[src/hdl/utf8_validating_decoder_assert.svh]
// Assertion macros used by the decoder's back-end module.
`ifndef UTF8_VALIDATING_DECODER_ASSERT_SVH
`define UTF8_VALIDATING_DECODER_ASSERT_SVH

// A condition that holds at every clock edge outside reset.
`define UVD_ASSERT_ALWAYS(label, clk, rstn, cond, msg) \
    label: assert property (@(posedge clk) disable iff (!(rstn)) (cond)) else $error(msg);

// A consequent that holds in the same cycle as its antecedent.
`define UVD_ASSERT_IMPLY(label, clk, rstn, ante, cons, msg) \
    label: assert property (@(posedge clk) disable iff (!(rstn)) (ante) |-> (cons)) \
        else $error(msg);

// A consequent that holds in the cycle after its antecedent.
`define UVD_ASSERT_NEXT(label, clk, rstn, ante, cons, msg) \
    label: assert property (@(posedge clk) disable iff (!(rstn)) (ante) |=> (cons)) \
        else $error(msg);

`endif

[src/hdl/utf8vd_pkg.sv]
package utf8vd_pkg;

    localparam int OFFSET_BITS_DEFAULT = 32;
    localparam int QUEUE_DEPTH = 2;
    localparam int CP_BITS = 21;
    localparam int OUT_OFFSET_BITS = 32;
    localparam int TDATA_BITS = 88;

    localparam logic [CP_BITS-1:0] MARKER_BASE = 21'h110000;
    localparam logic [CP_BITS-1:0] MAX_SCALAR = 21'h10FFFF;
    localparam logic [CP_BITS-1:0] SURR_LOW = 21'h00D800;
    localparam logic [CP_BITS-1:0] SURR_HIGH = 21'h00DFFF;
    localparam logic [CP_BITS-1:0] MIN_TWO = 21'h000080;
    localparam logic [CP_BITS-1:0] MIN_THREE = 21'h000800;
    localparam logic [CP_BITS-1:0] MIN_FOUR = 21'h010000;

    localparam logic [2:0] LEN_BAD = 3'd0;
    localparam logic [2:0] LEN_ONE = 3'd1;
    localparam logic [2:0] LEN_TWO = 3'd2;
    localparam logic [2:0] LEN_THREE = 3'd3;
    localparam logic [2:0] LEN_FOUR = 3'd4;

    typedef struct packed {
        logic [7:0] data;
        logic [2:0] len;
        logic       cont;
    } byte_info_t;

    typedef struct packed {
        byte_info_t info;
        logic       fin;
    } q_item_t;

    typedef struct packed {
        logic [CP_BITS-1:0]         cp;
        logic [OUT_OFFSET_BITS-1:0] start_off;
        logic [OUT_OFFSET_BITS-1:0] end_off;
        logic                       ok;
    } result_t;

    typedef enum logic {
        BK_WAIT,
        BK_EVAL
    } back_state_t;

    function automatic logic [2:0] lead_len(input logic [7:0] b);
        logic [2:0] len;
        len = LEN_BAD;
        if (b[7] == 1'b0) begin
            len = LEN_ONE;
        end else if (b[7:5] == 3'b110) begin
            len = LEN_TWO;
        end else if (b[7:4] == 4'b1110) begin
            len = LEN_THREE;
        end else if (b[7:3] == 5'b11110) begin
            len = LEN_FOUR;
        end
        return len;
    endfunction

endpackage

[src/hdl/utf8vd_front.sv]
module utf8vd_front (
    input  logic                aclk,
    input  logic                aresetn,
    input  logic                s_tvalid,
    output logic                s_tready,
    input  logic [7:0]          s_tdata,  // data_byte
    input  logic                s_tlast,  // end_of_text
    output logic                q_valid,
    input  logic                q_ready,
    output utf8vd_pkg::q_item_t q_item
);

    logic                valid_reg;
    logic                valid_next;
    utf8vd_pkg::q_item_t item_reg;
    utf8vd_pkg::q_item_t item_next;
    logic                take;

    assign s_tready = !valid_reg || q_ready;
    assign take = s_tvalid && s_tready;
    assign q_valid = valid_reg;
    assign q_item = item_reg;

    always_comb begin
        valid_next = valid_reg;
        item_next = item_reg;
        if (take) begin
            valid_next = 1'b1;
            item_next.info.data = s_tdata;
            item_next.info.len = utf8vd_pkg::lead_len(s_tdata);
            item_next.info.cont = (s_tdata[7:6] == 2'b10);
            item_next.fin = s_tlast;
        end else if (q_ready) begin
            valid_next = 1'b0;
        end
    end

    always_ff @(posedge aclk) begin
        if (!aresetn) begin
            valid_reg <= 1'b0;
        end else begin
            valid_reg <= valid_next;
        end
    end

    always_ff @(posedge aclk) begin
        item_reg <= item_next;
    end

endmodule

[src/hdl/utf8vd_queue.sv]
module utf8vd_queue (
    input  logic                aclk,
    input  logic                aresetn,
    input  logic                wr_valid,
    output logic                wr_ready,
    input  utf8vd_pkg::q_item_t wr_item,
    output logic                rd_valid,
    input  logic                rd_ready,
    output utf8vd_pkg::q_item_t rd_item
);

    localparam int PTR_BITS = $clog2(utf8vd_pkg::QUEUE_DEPTH);

    utf8vd_pkg::q_item_t       slot_reg [utf8vd_pkg::QUEUE_DEPTH];
    logic [PTR_BITS-1:0]       wr_ptr_reg;
    logic [PTR_BITS-1:0]       wr_ptr_next;
    logic [PTR_BITS-1:0]       rd_ptr_reg;
    logic [PTR_BITS-1:0]       rd_ptr_next;
    logic [PTR_BITS:0]         count_reg;
    logic [PTR_BITS:0]         count_next;
    logic                      push;
    logic                      pop;

    assign wr_ready = (count_reg != (PTR_BITS + 1)'(utf8vd_pkg::QUEUE_DEPTH));
    assign rd_valid = (count_reg != '0);
    assign rd_item = slot_reg[rd_ptr_reg];
    assign push = wr_valid && wr_ready;
    assign pop = rd_valid && rd_ready;

    always_comb begin
        wr_ptr_next = wr_ptr_reg;
        rd_ptr_next = rd_ptr_reg;
        count_next = count_reg;
        if (push) begin
            wr_ptr_next = (wr_ptr_reg == PTR_BITS'(utf8vd_pkg::QUEUE_DEPTH - 1)) ?
                          '0 : wr_ptr_reg + 1'b1;
        end
        if (pop) begin
            rd_ptr_next = (rd_ptr_reg == PTR_BITS'(utf8vd_pkg::QUEUE_DEPTH - 1)) ?
                          '0 : rd_ptr_reg + 1'b1;
        end
        if (push && !pop) begin
            count_next = count_reg + 1'b1;
        end else if (pop && !push) begin
            count_next = count_reg - 1'b1;
        end
    end

    always_ff @(posedge aclk) begin
        if (!aresetn) begin
            wr_ptr_reg <= '0;
            rd_ptr_reg <= '0;
            count_reg <= '0;
        end else begin
            wr_ptr_reg <= wr_ptr_next;
            rd_ptr_reg <= rd_ptr_next;
            count_reg <= count_next;
        end
    end

    always_ff @(posedge aclk) begin
        if (push) begin
            slot_reg[wr_ptr_reg] <= wr_item;
        end
    end

endmodule

[src/hdl/utf8vd_back.sv]
`include "utf8_validating_decoder_assert.svh"

module utf8vd_back #(
    parameter int OFFSET_BITS = utf8vd_pkg::OFFSET_BITS_DEFAULT
) (
    input  logic                                aclk,
    input  logic                                aresetn,
    input  logic                                q_valid,
    output logic                                q_ready,
    input  utf8vd_pkg::q_item_t                 q_item,
    output logic                                m_tvalid,
    input  logic                                m_tready,
    output logic [utf8vd_pkg::TDATA_BITS-1:0]   m_tdata,
    output logic [1:0]                          m_tuser,
    output logic                                m_tlast
);

    localparam int CPB = utf8vd_pkg::CP_BITS;
    localparam int OOB = utf8vd_pkg::OUT_OFFSET_BITS;

    utf8vd_pkg::back_state_t state_reg;
    utf8vd_pkg::back_state_t state_next;
    utf8vd_pkg::byte_info_t  buf_reg [4];
    utf8vd_pkg::byte_info_t  buf_next [4];
    logic [2:0]              cnt_reg;
    logic [2:0]              cnt_next;
    logic                    fin_reg;
    logic                    fin_next;
    logic [OFFSET_BITS-1:0]  pos_reg;
    logic [OFFSET_BITS-1:0]  pos_next;
    logic                    hold_valid_reg;
    logic                    hold_valid_next;
    utf8vd_pkg::result_t     hold_reg;
    utf8vd_pkg::result_t     hold_next;
    logic                    out_valid_reg;
    logic                    out_valid_next;
    utf8vd_pkg::result_t     out_reg;
    utf8vd_pkg::result_t     out_next;
    logic                    out_last_reg;
    logic                    out_last_next;
    logic                    out_done_reg;
    logic                    out_done_next;

    logic [2:0]              len;
    logic                    cont_ok;
    logic [CPB-1:0]          value;
    logic                    value_ok;
    logic                    emit;
    logic                    emit_ok;
    logic [2:0]              consume;
    logic [CPB-1:0]          emit_cp;
    logic                    slot_free;
    logic                    advance;
    logic [OFFSET_BITS-1:0]  end_pos;
    logic [OFFSET_BITS+OOB-1:0] start_ext;
    logic [OFFSET_BITS+OOB-1:0] end_ext;
    logic [2:0]              src;

    assign len = buf_reg[0].len;
    assign slot_free = !out_valid_reg || m_tready;
    assign advance = !hold_valid_reg || slot_free;

    always_comb begin
        cont_ok = 1'b1;
        for (int i = 1; i < 4; i++) begin
            if ((3'(i) < len) && (3'(i) < cnt_reg) && !buf_reg[i].cont) begin
                cont_ok = 1'b0;
            end
        end
    end

    always_comb begin
        value = '0;
        case (len)
            utf8vd_pkg::LEN_TWO: begin
                value = CPB'({buf_reg[0].data[4:0], buf_reg[1].data[5:0]});
            end
            utf8vd_pkg::LEN_THREE: begin
                value = CPB'({buf_reg[0].data[3:0], buf_reg[1].data[5:0],
                              buf_reg[2].data[5:0]});
            end
            utf8vd_pkg::LEN_FOUR: begin
                value = {buf_reg[0].data[2:0], buf_reg[1].data[5:0],
                         buf_reg[2].data[5:0], buf_reg[3].data[5:0]};
            end
            default: begin
                value = CPB'(buf_reg[0].data);
            end
        endcase
    end

    always_comb begin
        value_ok = 1'b1;
        if ((len == utf8vd_pkg::LEN_TWO) && (value < utf8vd_pkg::MIN_TWO)) begin
            value_ok = 1'b0;
        end
        if ((len == utf8vd_pkg::LEN_THREE) && (value < utf8vd_pkg::MIN_THREE)) begin
            value_ok = 1'b0;
        end
        if ((len == utf8vd_pkg::LEN_FOUR) && (value < utf8vd_pkg::MIN_FOUR)) begin
            value_ok = 1'b0;
        end
        if ((value >= utf8vd_pkg::SURR_LOW) && (value <= utf8vd_pkg::SURR_HIGH)) begin
            value_ok = 1'b0;
        end
        if (value > utf8vd_pkg::MAX_SCALAR) begin
            value_ok = 1'b0;
        end
    end

    // Decision for the sequence that starts at the head of the buffer.
    always_comb begin
        emit = 1'b1;
        emit_ok = 1'b0;
        if (cnt_reg == 3'd0) begin
            emit = 1'b0;
        end else if ((len != utf8vd_pkg::LEN_BAD) && cont_ok) begin
            if (cnt_reg < len) begin
                emit = fin_reg;
            end else begin
                emit_ok = value_ok;
            end
        end
        consume = emit_ok ? len : 3'd1;
        emit_cp = emit_ok ? value : (utf8vd_pkg::MARKER_BASE | CPB'(buf_reg[0].data));
    end

    assign end_pos = pos_reg + OFFSET_BITS'(consume);
    assign start_ext = {{OOB{1'b0}}, pos_reg};
    assign end_ext = {{OOB{1'b0}}, end_pos};

    always_comb begin
        state_next = state_reg;
        cnt_next = cnt_reg;
        fin_next = fin_reg;
        pos_next = pos_reg;
        hold_valid_next = hold_valid_reg;
        hold_next = hold_reg;
        out_next = out_reg;
        out_last_next = out_last_reg;
        out_done_next = out_done_reg;
        out_valid_next = m_tready ? 1'b0 : out_valid_reg;
        q_ready = 1'b0;
        src = '0;
        for (int j = 0; j < 4; j++) begin
            buf_next[j] = buf_reg[j];
        end

        unique case (state_reg)
            utf8vd_pkg::BK_WAIT: begin
                q_ready = 1'b1;
                if (q_valid) begin
                    buf_next[cnt_reg[1:0]] = q_item.info;
                    cnt_next = cnt_reg + 3'd1;
                    fin_next = q_item.fin;
                    state_next = utf8vd_pkg::BK_EVAL;
                end
            end
            utf8vd_pkg::BK_EVAL: begin
                if (advance) begin
                    if (hold_valid_reg) begin
                        out_valid_next = 1'b1;
                        out_next = hold_reg;
                        out_last_next = !emit;
                        out_done_next = !emit && fin_reg;
                    end
                    if (emit) begin
                        hold_valid_next = 1'b1;
                        hold_next.cp = emit_cp;
                        hold_next.start_off = start_ext[OOB-1:0];
                        hold_next.end_off = end_ext[OOB-1:0];
                        hold_next.ok = emit_ok;
                        pos_next = end_pos;
                        cnt_next = cnt_reg - consume;
                        for (int j = 0; j < 4; j++) begin
                            src = 3'(j) + consume;
                            if (src < 3'd4) begin
                                buf_next[j] = buf_reg[src[1:0]];
                            end
                        end
                    end else begin
                        hold_valid_next = 1'b0;
                        if (fin_reg) begin
                            pos_next = '0;
                            fin_next = 1'b0;
                        end
                        q_ready = 1'b1;
                        if (q_valid) begin
                            buf_next[cnt_reg[1:0]] = q_item.info;
                            cnt_next = cnt_reg + 3'd1;
                            fin_next = q_item.fin;
                        end else begin
                            state_next = utf8vd_pkg::BK_WAIT;
                        end
                    end
                end
            end
            default: begin
                state_next = utf8vd_pkg::BK_WAIT;
            end
        endcase
    end

    always_ff @(posedge aclk) begin
        if (!aresetn) begin
            state_reg <= utf8vd_pkg::BK_WAIT;
            cnt_reg <= '0;
            fin_reg <= 1'b0;
            pos_reg <= '0;
            hold_valid_reg <= 1'b0;
            out_valid_reg <= 1'b0;
        end else begin
            state_reg <= state_next;
            cnt_reg <= cnt_next;
            fin_reg <= fin_next;
            pos_reg <= pos_next;
            hold_valid_reg <= hold_valid_next;
            out_valid_reg <= out_valid_next;
        end
    end

    always_ff @(posedge aclk) begin
        for (int j = 0; j < 4; j++) begin
            buf_reg[j] <= buf_next[j];
        end
        hold_reg <= hold_next;
        out_reg <= out_next;
        out_last_reg <= out_last_next;
        out_done_reg <= out_done_next;
    end

    assign m_tvalid = out_valid_reg;
    assign m_tdata = {3'b000, out_reg.end_off, out_reg.start_off, out_reg.cp};
    assign m_tuser = {out_last_reg, out_reg.ok};
    assign m_tlast = out_done_reg;

    `UVD_ASSERT_IMPLY(a_wait_hold_empty, aclk, aresetn, state_reg == utf8vd_pkg::BK_WAIT, !hold_valid_reg, "A result is held while waiting for a byte.")
    `UVD_ASSERT_IMPLY(a_wait_room, aclk, aresetn, state_reg == utf8vd_pkg::BK_WAIT, cnt_reg <= 3'd3, "The buffer has no room for the next byte.")
    `UVD_ASSERT_NEXT(a_text_end_offset, aclk, aresetn, (state_reg == utf8vd_pkg::BK_EVAL) && !emit && fin_reg && advance, pos_reg == '0, "The offset did not restart after the end of the text.")
    `UVD_ASSERT_ALWAYS(a_cnt_range, aclk, aresetn, cnt_reg <= 3'd4, "The buffer count is out of range.")

endmodule

[src/hdl/utf8_validating_decoder.sv]
// UTF-8 validating decoder.
// The input channel (s_) carries one text byte per transfer in s_tdata, with
// s_tlast set on the final byte of a text. The result channel (m_) carries one
// decoded span per transfer: the code point or the malformed-byte marker, its
// start and end byte offsets, a well-formed flag and a last-of-run flag in
// m_tuser, and m_tlast on the final result of the text.
// A byte is registered and classified at the input, then waits in a two-entry
// queue, so input transfers continue while the decoding sequencer is busy.
// While the result path is not stalled, the sequencer takes one byte from the
// queue per cycle while a sequence is still open and produces one result per
// cycle; a result is held back until it is known whether more results follow
// for the same byte. After a malformed byte, the bytes behind it are decoded
// anew. A result passes from the input register through the queue, the
// sequencer buffer and the hold register to the output register.
// Reset empties the queue, the open sequence and the output register and sets
// the byte offset to zero; the offset also restarts after every end of text.
// When the receiver stalls, the output register holds its result, the
// sequencer halts behind it and the queue fills until s_tready falls.
module utf8_validating_decoder #(
    parameter int OFFSET_BITS = utf8vd_pkg::OFFSET_BITS_DEFAULT
) (
    input  logic                                aclk,
    input  logic                                aresetn,
    input  logic                                s_tvalid,
    output logic                                s_tready,
    input  logic [7:0]                          s_tdata,  // data_byte
    input  logic                                s_tlast,  // end_of_text
    output logic                                m_tvalid,
    input  logic                                m_tready,
    // code_point[20:0], start_offset[52:21], end_offset[84:53], zero pad
    output logic [utf8vd_pkg::TDATA_BITS-1:0]   m_tdata,
    output logic [1:0]                          m_tuser,  // well_formed, last_of_run
    output logic                                m_tlast   // text_done
);

    logic                front_valid;
    logic                front_ready;
    utf8vd_pkg::q_item_t front_item;
    logic                back_valid;
    logic                back_ready;
    utf8vd_pkg::q_item_t back_item;

    utf8vd_front u_front (
        .aclk     (aclk),
        .aresetn  (aresetn),
        .s_tvalid (s_tvalid),
        .s_tready (s_tready),
        .s_tdata  (s_tdata),
        .s_tlast  (s_tlast),
        .q_valid  (front_valid),
        .q_ready  (front_ready),
        .q_item   (front_item)
    );

    utf8vd_queue u_queue (
        .aclk     (aclk),
        .aresetn  (aresetn),
        .wr_valid (front_valid),
        .wr_ready (front_ready),
        .wr_item  (front_item),
        .rd_valid (back_valid),
        .rd_ready (back_ready),
        .rd_item  (back_item)
    );

    utf8vd_back #(
        .OFFSET_BITS (OFFSET_BITS)
    ) u_back (
        .aclk     (aclk),
        .aresetn  (aresetn),
        .q_valid  (back_valid),
        .q_ready  (back_ready),
        .q_item   (back_item),
        .m_tvalid (m_tvalid),
        .m_tready (m_tready),
        .m_tdata  (m_tdata),
        .m_tuser  (m_tuser),
        .m_tlast  (m_tlast)
    );

endmodule

[config.mk]
export PLATFORM = sky130hd
export DESIGN_NAME = utf8_validating_decoder
export DESIGN_NICKNAME = d
export VERILOG_FILES = /design/src/hdl/utf8vd_pkg.sv /design/src/hdl/utf8vd_front.sv /design/src/hdl/utf8vd_queue.sv /design/src/hdl/utf8vd_back.sv /design/src/hdl/utf8_validating_decoder.sv
export VERILOG_INCLUDE_DIRS = /design/src /design/src/hdl
export SDC_FILE = /design/constraint.sdc
export NUM_CORES = 1
export LEC_CHECK = 0
export BUFFER_PORTS_ARGS = -buffer_cell sky130_fd_sc_hd__buf_2
export CAP_MARGIN = 20
export CORE_MARGIN = 8
export CORE_UTILIZATION = 35
export DETAILED_ROUTE_END_ITERATION = 10
export PLACE_DENSITY_LB_ADDON = 0.15
export REMOVE_ABC_BUFFERS = 1
export SKIP_CTS_REPAIR_TIMING = 1
export SYNTH_ARGS = -nofsm -noshare
export SYNTH_HDL_FRONTEND = slang
export SYNTH_HIERARCHICAL = 1
export SYNTH_SLANG_ARGS = --single-unit
[constraint.sdc]
create_clock -name aclk -period 6.13 [get_ports aclk]
set_clock_uncertainty 0.1 [all_clocks]
set_input_delay 0.613 -clock aclk [delete_from_list [all_inputs] [get_ports aclk]]
set_output_delay 0.613 -clock aclk [all_outputs]
set_load 0.02 [all_outputs]
After elaboration in Yosys (flattened, before gate mapping)

Memory sizes are Yosys's and may differ from the RTL's. A register that Yosys moved wholly into a read port is not among the register bits.
Cells that the tools add are included.

Output and inout bits: 93
Bits in writable memories: 74
Input port bits: 13
Memories kept: 2
Register bits: 231

Add/sub/neg operators: 10
Mux-type cells: 64
$lt $le $gt $ge: 19
Reduce and logical (&&, ||, !) cells: 42
Eq/ne operators: 11
Bitwise logic cells: 3

Memory list:

| memory           | words | bits a word | read ports | clocked after memory_dff | write ports | RTL line           | source |
|---|---|---|---|---|---|---|---|
| u_back.buf_reg   | 4     | 12          | 8          | 0                        | 4           | utf8vd_back.sv:23  | `utf8vd_pkg::byte_info_t buf_reg [4];` |
| u_queue.slot_reg | 2     | 13          | 1          | 1                        | 1           | utf8vd_queue.sv:14 | `utf8vd_pkg::q_item_t slot_reg [utf8vd_pkg::QUEUE_DEPTH];` |

Operator list:

| kind                   | number |
|---|---|
| $mux W48               | 3 |
| $pmux W48 S2           | 1 |
| $mux W32               | 2 |
| $pmux W21 S3           | 1 |
| $mux W12               | 5 |
| $bwmux W48             | 1 |
| $mux W1                | 36 |
| $add A32 B3 Y32        | 1 |
| $demux W12 S2          | 1 |
| $ge A21 B16 Y1 const B | 1 |
| $gt A21 B21 Y1 const B | 1 |
| $le A21 B16 Y1 const B | 1 |
| $lt A21 B12 Y1 const B | 1 |
| $lt A21 B17 Y1 const B | 1 |
| $lt A21 B8 Y1 const B  | 1 |
| $logic_and A1 B1 Y1    | 18 |
| $mux W3                | 5 |
| $lt A2 B3 Y1 const A   | 4 |
| $lt A3 B3 Y1 const B   | 4 |
| $reduce_and A3 Y1      | 4 |
| $logic_not A1 Y1       | 9 |
| $mux W2                | 4 |
| $mux W8                | 1 |
| $ne A2 B2 Y1 const B   | 4 |
| 26 further kinds       | 39 |

Logic depth before layout (Yosys ltp)

An unclocked memory read counts as a cell.

Depth in word-level cells: 20
Mapped depth: 18
Mapped depth without buffers: 15

By module

The synthesis kept the hierarchy.

Modules (own cells, without submodules):

| module       | instances | cells an instance | seq. area each (µm²) | area an instance (µm²) |
|---|---|---|---|---|
| utf8vd_back  | 1         | 1013              | 7447.1               | 12373.1 |
| utf8vd_queue | 1         | 64                | 880.8                | 1174.9 |
| utf8vd_front | 1         | 25                | 410.4                | 488.0 |

Worst setup path after synthesis

No wires, ideal clock.

Kind: register -> register
Start: memory u_back/buf_reg[0][2] (netlist bit)
End: register u_back.pos_reg[13]
Slack: -0.644 ns
Library setup time: 0.076 ns
Stages on the path, launching flop included: 9
Arrival time: 6.597 ns
Period minus slack after synthesis: 6.774 ns
Path buffers: 0
Cell sequence: edfxtp_1 -> inv_1 -> ha_1 -> o21ai_0 -> a21oi_1 -> o311ai_1 -> a21oi_1 -> or4b_2 -> a31oi_2

RTL lines:

| element                | RTL line           | source |
|---|---|---|
| start: declaration     | utf8vd_back.sv:23  |  |
| end signal: assignment | utf8vd_back.sv:216 | `pos_reg <= pos_next;` |
| end: declaration       | utf8vd_back.sv:29  | `logic [OFFSET_BITS-1:0] pos_reg;` |

==> results.py <==
metrics = {
    "outcome": {
        "status": "completed",
    },
    "logic_synthesis": {
        "synthXorXnorAreaFrac": 0.0231,
        "synth_seq_area_share": 0.623,
        "synth_edf_count": 261,
        "muxShareOfSynthArea": 0.0756,
        "synth-seq-cells": 306,
        "synth_area_per_cell_um2": 12.7,
        "ys.flop_type": "edfxtp_1",
        "synthAdderAreaFrac": 0.0137,
        "netlist_instances": 1102,
        "synth_area_um2": 14000,
        "ys_warn_count": 6,
        "postSynth.asyncResetShare": 0,
        "synth_compound_area_frac": 0.114,
        "synth_top_family_by_area": "simple AND/OR/NAND/NOR gates",
        "synth_simple_gate_area_share": 0.117,
        "ys_types": 88,
    },
    "sta": {
        "max_slew_margin": 0.284,
        "fmax_mhz": 192,
        "rsz0062_at_grt": "no",
        "tns_ns": 0,
        "hold_viol": 0,
        "fin_ws_ns": 0.912,
        "worst_slew_pin_slew_ns": 1.07,
        "maxSlewViolCount": 0,
        "period_minus_slack_ns": 5.22,
        "setup_viol": 0,
        "fin_crit_sh": 0.851,
    },
    "cells_and_area": {
        "antenna_cells": 0,
        "drive_above_1_share": 0.198,
        "largest_reg_flops": 86,
        "fillCellCount": 3774,
        "area_growth_pct": 15.4,
        "final-seq-area_um2": 8740,
        "nets": 1209,
        "multiInputGateArea_um2": 4870,
        "design_area_um2": 16200,
    },
    "setup_path": {
        "rrSetupSlack_ns": 0.91,
        "startpoint": "u_back/buf_reg[0][2]",
        "worst_r2r_endpoint": "u_back/pos_reg[13]",
        "crit_required_ns": 6.50,
        "end_kind": "register",
        "slowest_stage": "edfxtp_1",
        "cp_cell_sequence": "nor3b_2, a22o_1, or4_4, a221oi_4, or2_1, inv_4, nand2_4, ha_1, nand2_1, maj3_1, nor3_1, a221oi_4, buf_4, or4b_2, a31oi_2",
        "cp_max_fo": 28,
        "cpMostUsedCell": "a221oi_4",
        "endpoint": "u_back/pos_reg[13]",
        "startpoint_type": "register",
        "reg2reg_from": "u_back/buf_reg[0][2]",
        "crit_type": "reg -> reg",
        "worstPathArrival_ns": 5.59,
        "rr_worst_depth": 15,
        "cp_slowest_stage_delay_ns": 0.83,
    },
    "global_routing": {
        "grt_pass1_wl_um": 53200,
        "track_usage": 0.142,
        "grt_pass1_vias": 8948,
        "grt_max_degree": 91,
        "grt_overflow": 0,
        "antenna_found_initial": 0,
    },
    "cts": {
        "cts_num_sinks": 306,
        "cts_tree": "built",
        "clock_path_buffers": 3,
        "htree_levels": 2,
        "numCtsBuffers": 35,
        "cts_root_buf": "clkbuf_16",
        "clkTransAtPathRegs_ns": 0.06,
        "clock_latency_ns": 0.54,
    },
    "placement": {
        "place_congestion": 0.831,
        "portBuffers": 102,
        "pre_cts_ws_ns": 0.936,
        "placedInstanceArea_um2": 15000,
        "dpl.hpwl_um": 21500,
    },
    "drt": {
        "drt_iter0_markers": 733,
        "wire_per_inst_um": 19.5,
        "drcViolationCount": 0,
        "viasPerCell": 5.29,
        "first_pass_iters": 7,
        "vias": 9181,
        "postRouteAntennaNets": 0,
        "wirelength_um": 33700,
    },
    "power": {
        "total_power_w": 0.00718,
        "power.leakage_nw": 6.00,
        "ir_worst_vdd_v": 0.000211,
        "power.density_nw_per_um2": 443,
    },
    "floorplan": {
        "dieWidth_um": 216,
        "start_util": 0.354,
        "core_area_um2": 39600,
        "rows": 73,
        "die_h_um": 216,
        "die-area_um2": 46800,
        "io_pins": 106,
    },
    "hold_path": {
        "worstHoldPathType": "in -> reg",
        "hold_path_depth": 1,
    },
    "run": {
        "max_cap_violations": 0,
    },
}
==> worst max-delay path, delay by kind of cell, from the launching register on <==
kind / cells / cell delay (ns)
AND/OR/NAND/NOR: 7 / 2.24
AO/OA/AOI/OAI: 4 / 0.97
flip-flops: 1 / 0.83
adder cells (fa/ha/maj): 2 / 0.61
buffers and inverters: 2 / 0.38
==> worst min path at each step <==
stage | from | endpoint | slack, ns
finish | s_tlast | u_front/q_item[0] | 0.15
CTS | s_tlast | u_front/q_item[0] | 0.12
global placement | u_back/hold_reg[49] | u_back/m_tdata[37] | 0.30
floorplan | u_back/hold_reg[65] | u_back/m_tdata[0] | 0.30
global route | s_tlast | u_front/q_item[0] | 0.12
detailed placement | u_back/hold_reg[47] | u_back/m_tdata[35] | 0.30
==> kinds of logic after synthesis <==
group,after synthesis
flip-flops,306
AND/OR/NAND/NOR,304
AO/OA/AOI/OAI,232
buffers and inverters,104
multiplexers,103
XOR/XNOR,37
adder cells (fa/ha/maj),15
other,1
==> layout by cell type (no fill, tap or decap), types with 10 or more instances in the layout <==
master,instances
a22oi_1,12
mux2_2,24
and3_1,32
mux2i_1,79
nor3_1,16
buf_2,102
inv_1,19
nand3_1,38
a222oi_1,21
nor2_1,47
edfxtp_1,261
ha_1,13
buf_4,18
nand2_1,84
a21oi_1,47
xnor2_1,21
xor2_1,16
or4_1,10
o22ai_1,20
dfxtp_1,45
clkbuf_16,36
o21ai_0,60
==> where the power goes <==
part | switching [W] | internal, W | leakage, nW
clock network | 0.000846 | 0.00121 | 0.551
logic | 0.00121 | 0.000791 | 2.58
registers | 0.000385 | 0.00273 | 2.86
total | 0.00244 | 0.00474 | 6.00
==> metal layers <==
metal,global-route usage,wire [um]
met5,0,0
met4,0.0444,777
met3,0.0348,2110
met2,0.215,15000
met1,0.198,15800
==> synth_stat cells (4+ instances only) <==
master    number  area [um2]
edfxtp_1     261        7840
nand2_1       84         315
mux2i_1       79         791
o21ai_0       60         300
clkbuf_1      57         214
a21oi_1       49         245
nor2_1        49         184
dfxtp_1       45         901
nand3_1       38         190
and3_1        32         200
mux2_2        24         270
a222oi_1      21         210
xnor2_1       21         184
o22ai_1       20         125
inv_1         19        71.3
nor3_1        16        80.1
xor2_1        16         140
ha_1          13         163
a22oi_1       12        90.1
buf_2         12        60.1
or4_1         10        75.1
and2_1         9        56.3
a21o_1         8        60.1
nand2b_1       8        50.1
o211ai_1       7        52.6
buf_4          6        45.0
buf_6          6        67.6
nand4_1        6        37.5
nand4b_1       6        52.6
a31o_2         5        43.8
a32oi_1        5        43.8
o21bai_1       5        37.5
nand3b_1       4        30.0
nor3_2         4        40.0
nor3b_1        4        30.0
or3_1          4        25.0
==> area by class of cell <==
| type | count | share of cell area |
|---|---|---|
| multi-input combinational | 694 | 0.301 |
| clock inverter | 22 | 0.0128 |
| sequential | 306 | 0.540 |
| tap | 525 | 0.0406 |
| inverter | 22 | 0.00526 |
| clock buffer | 42 | 0.0570 |
| timing repair buffer | 123 | 0.0437 |
==> through the flow <==
| stage | hold WS (ns) | cells | utilization |
|---|---|---|---|
| final | 0.155 | 1734 | 0.408 |
| after global routing | 0.115 | 1734 | 0.408 |
| after CTS | 0.117 | 1733 | 0.408 |
| after detailed placement | 0.305 | 1669 | 0.380 |
| after global placement | 0.303 | 1668 | 0.379 |
| after floorplan | 0.300 | 1022 | - |
No activity file was read; power rests on OpenSTA's default activity.
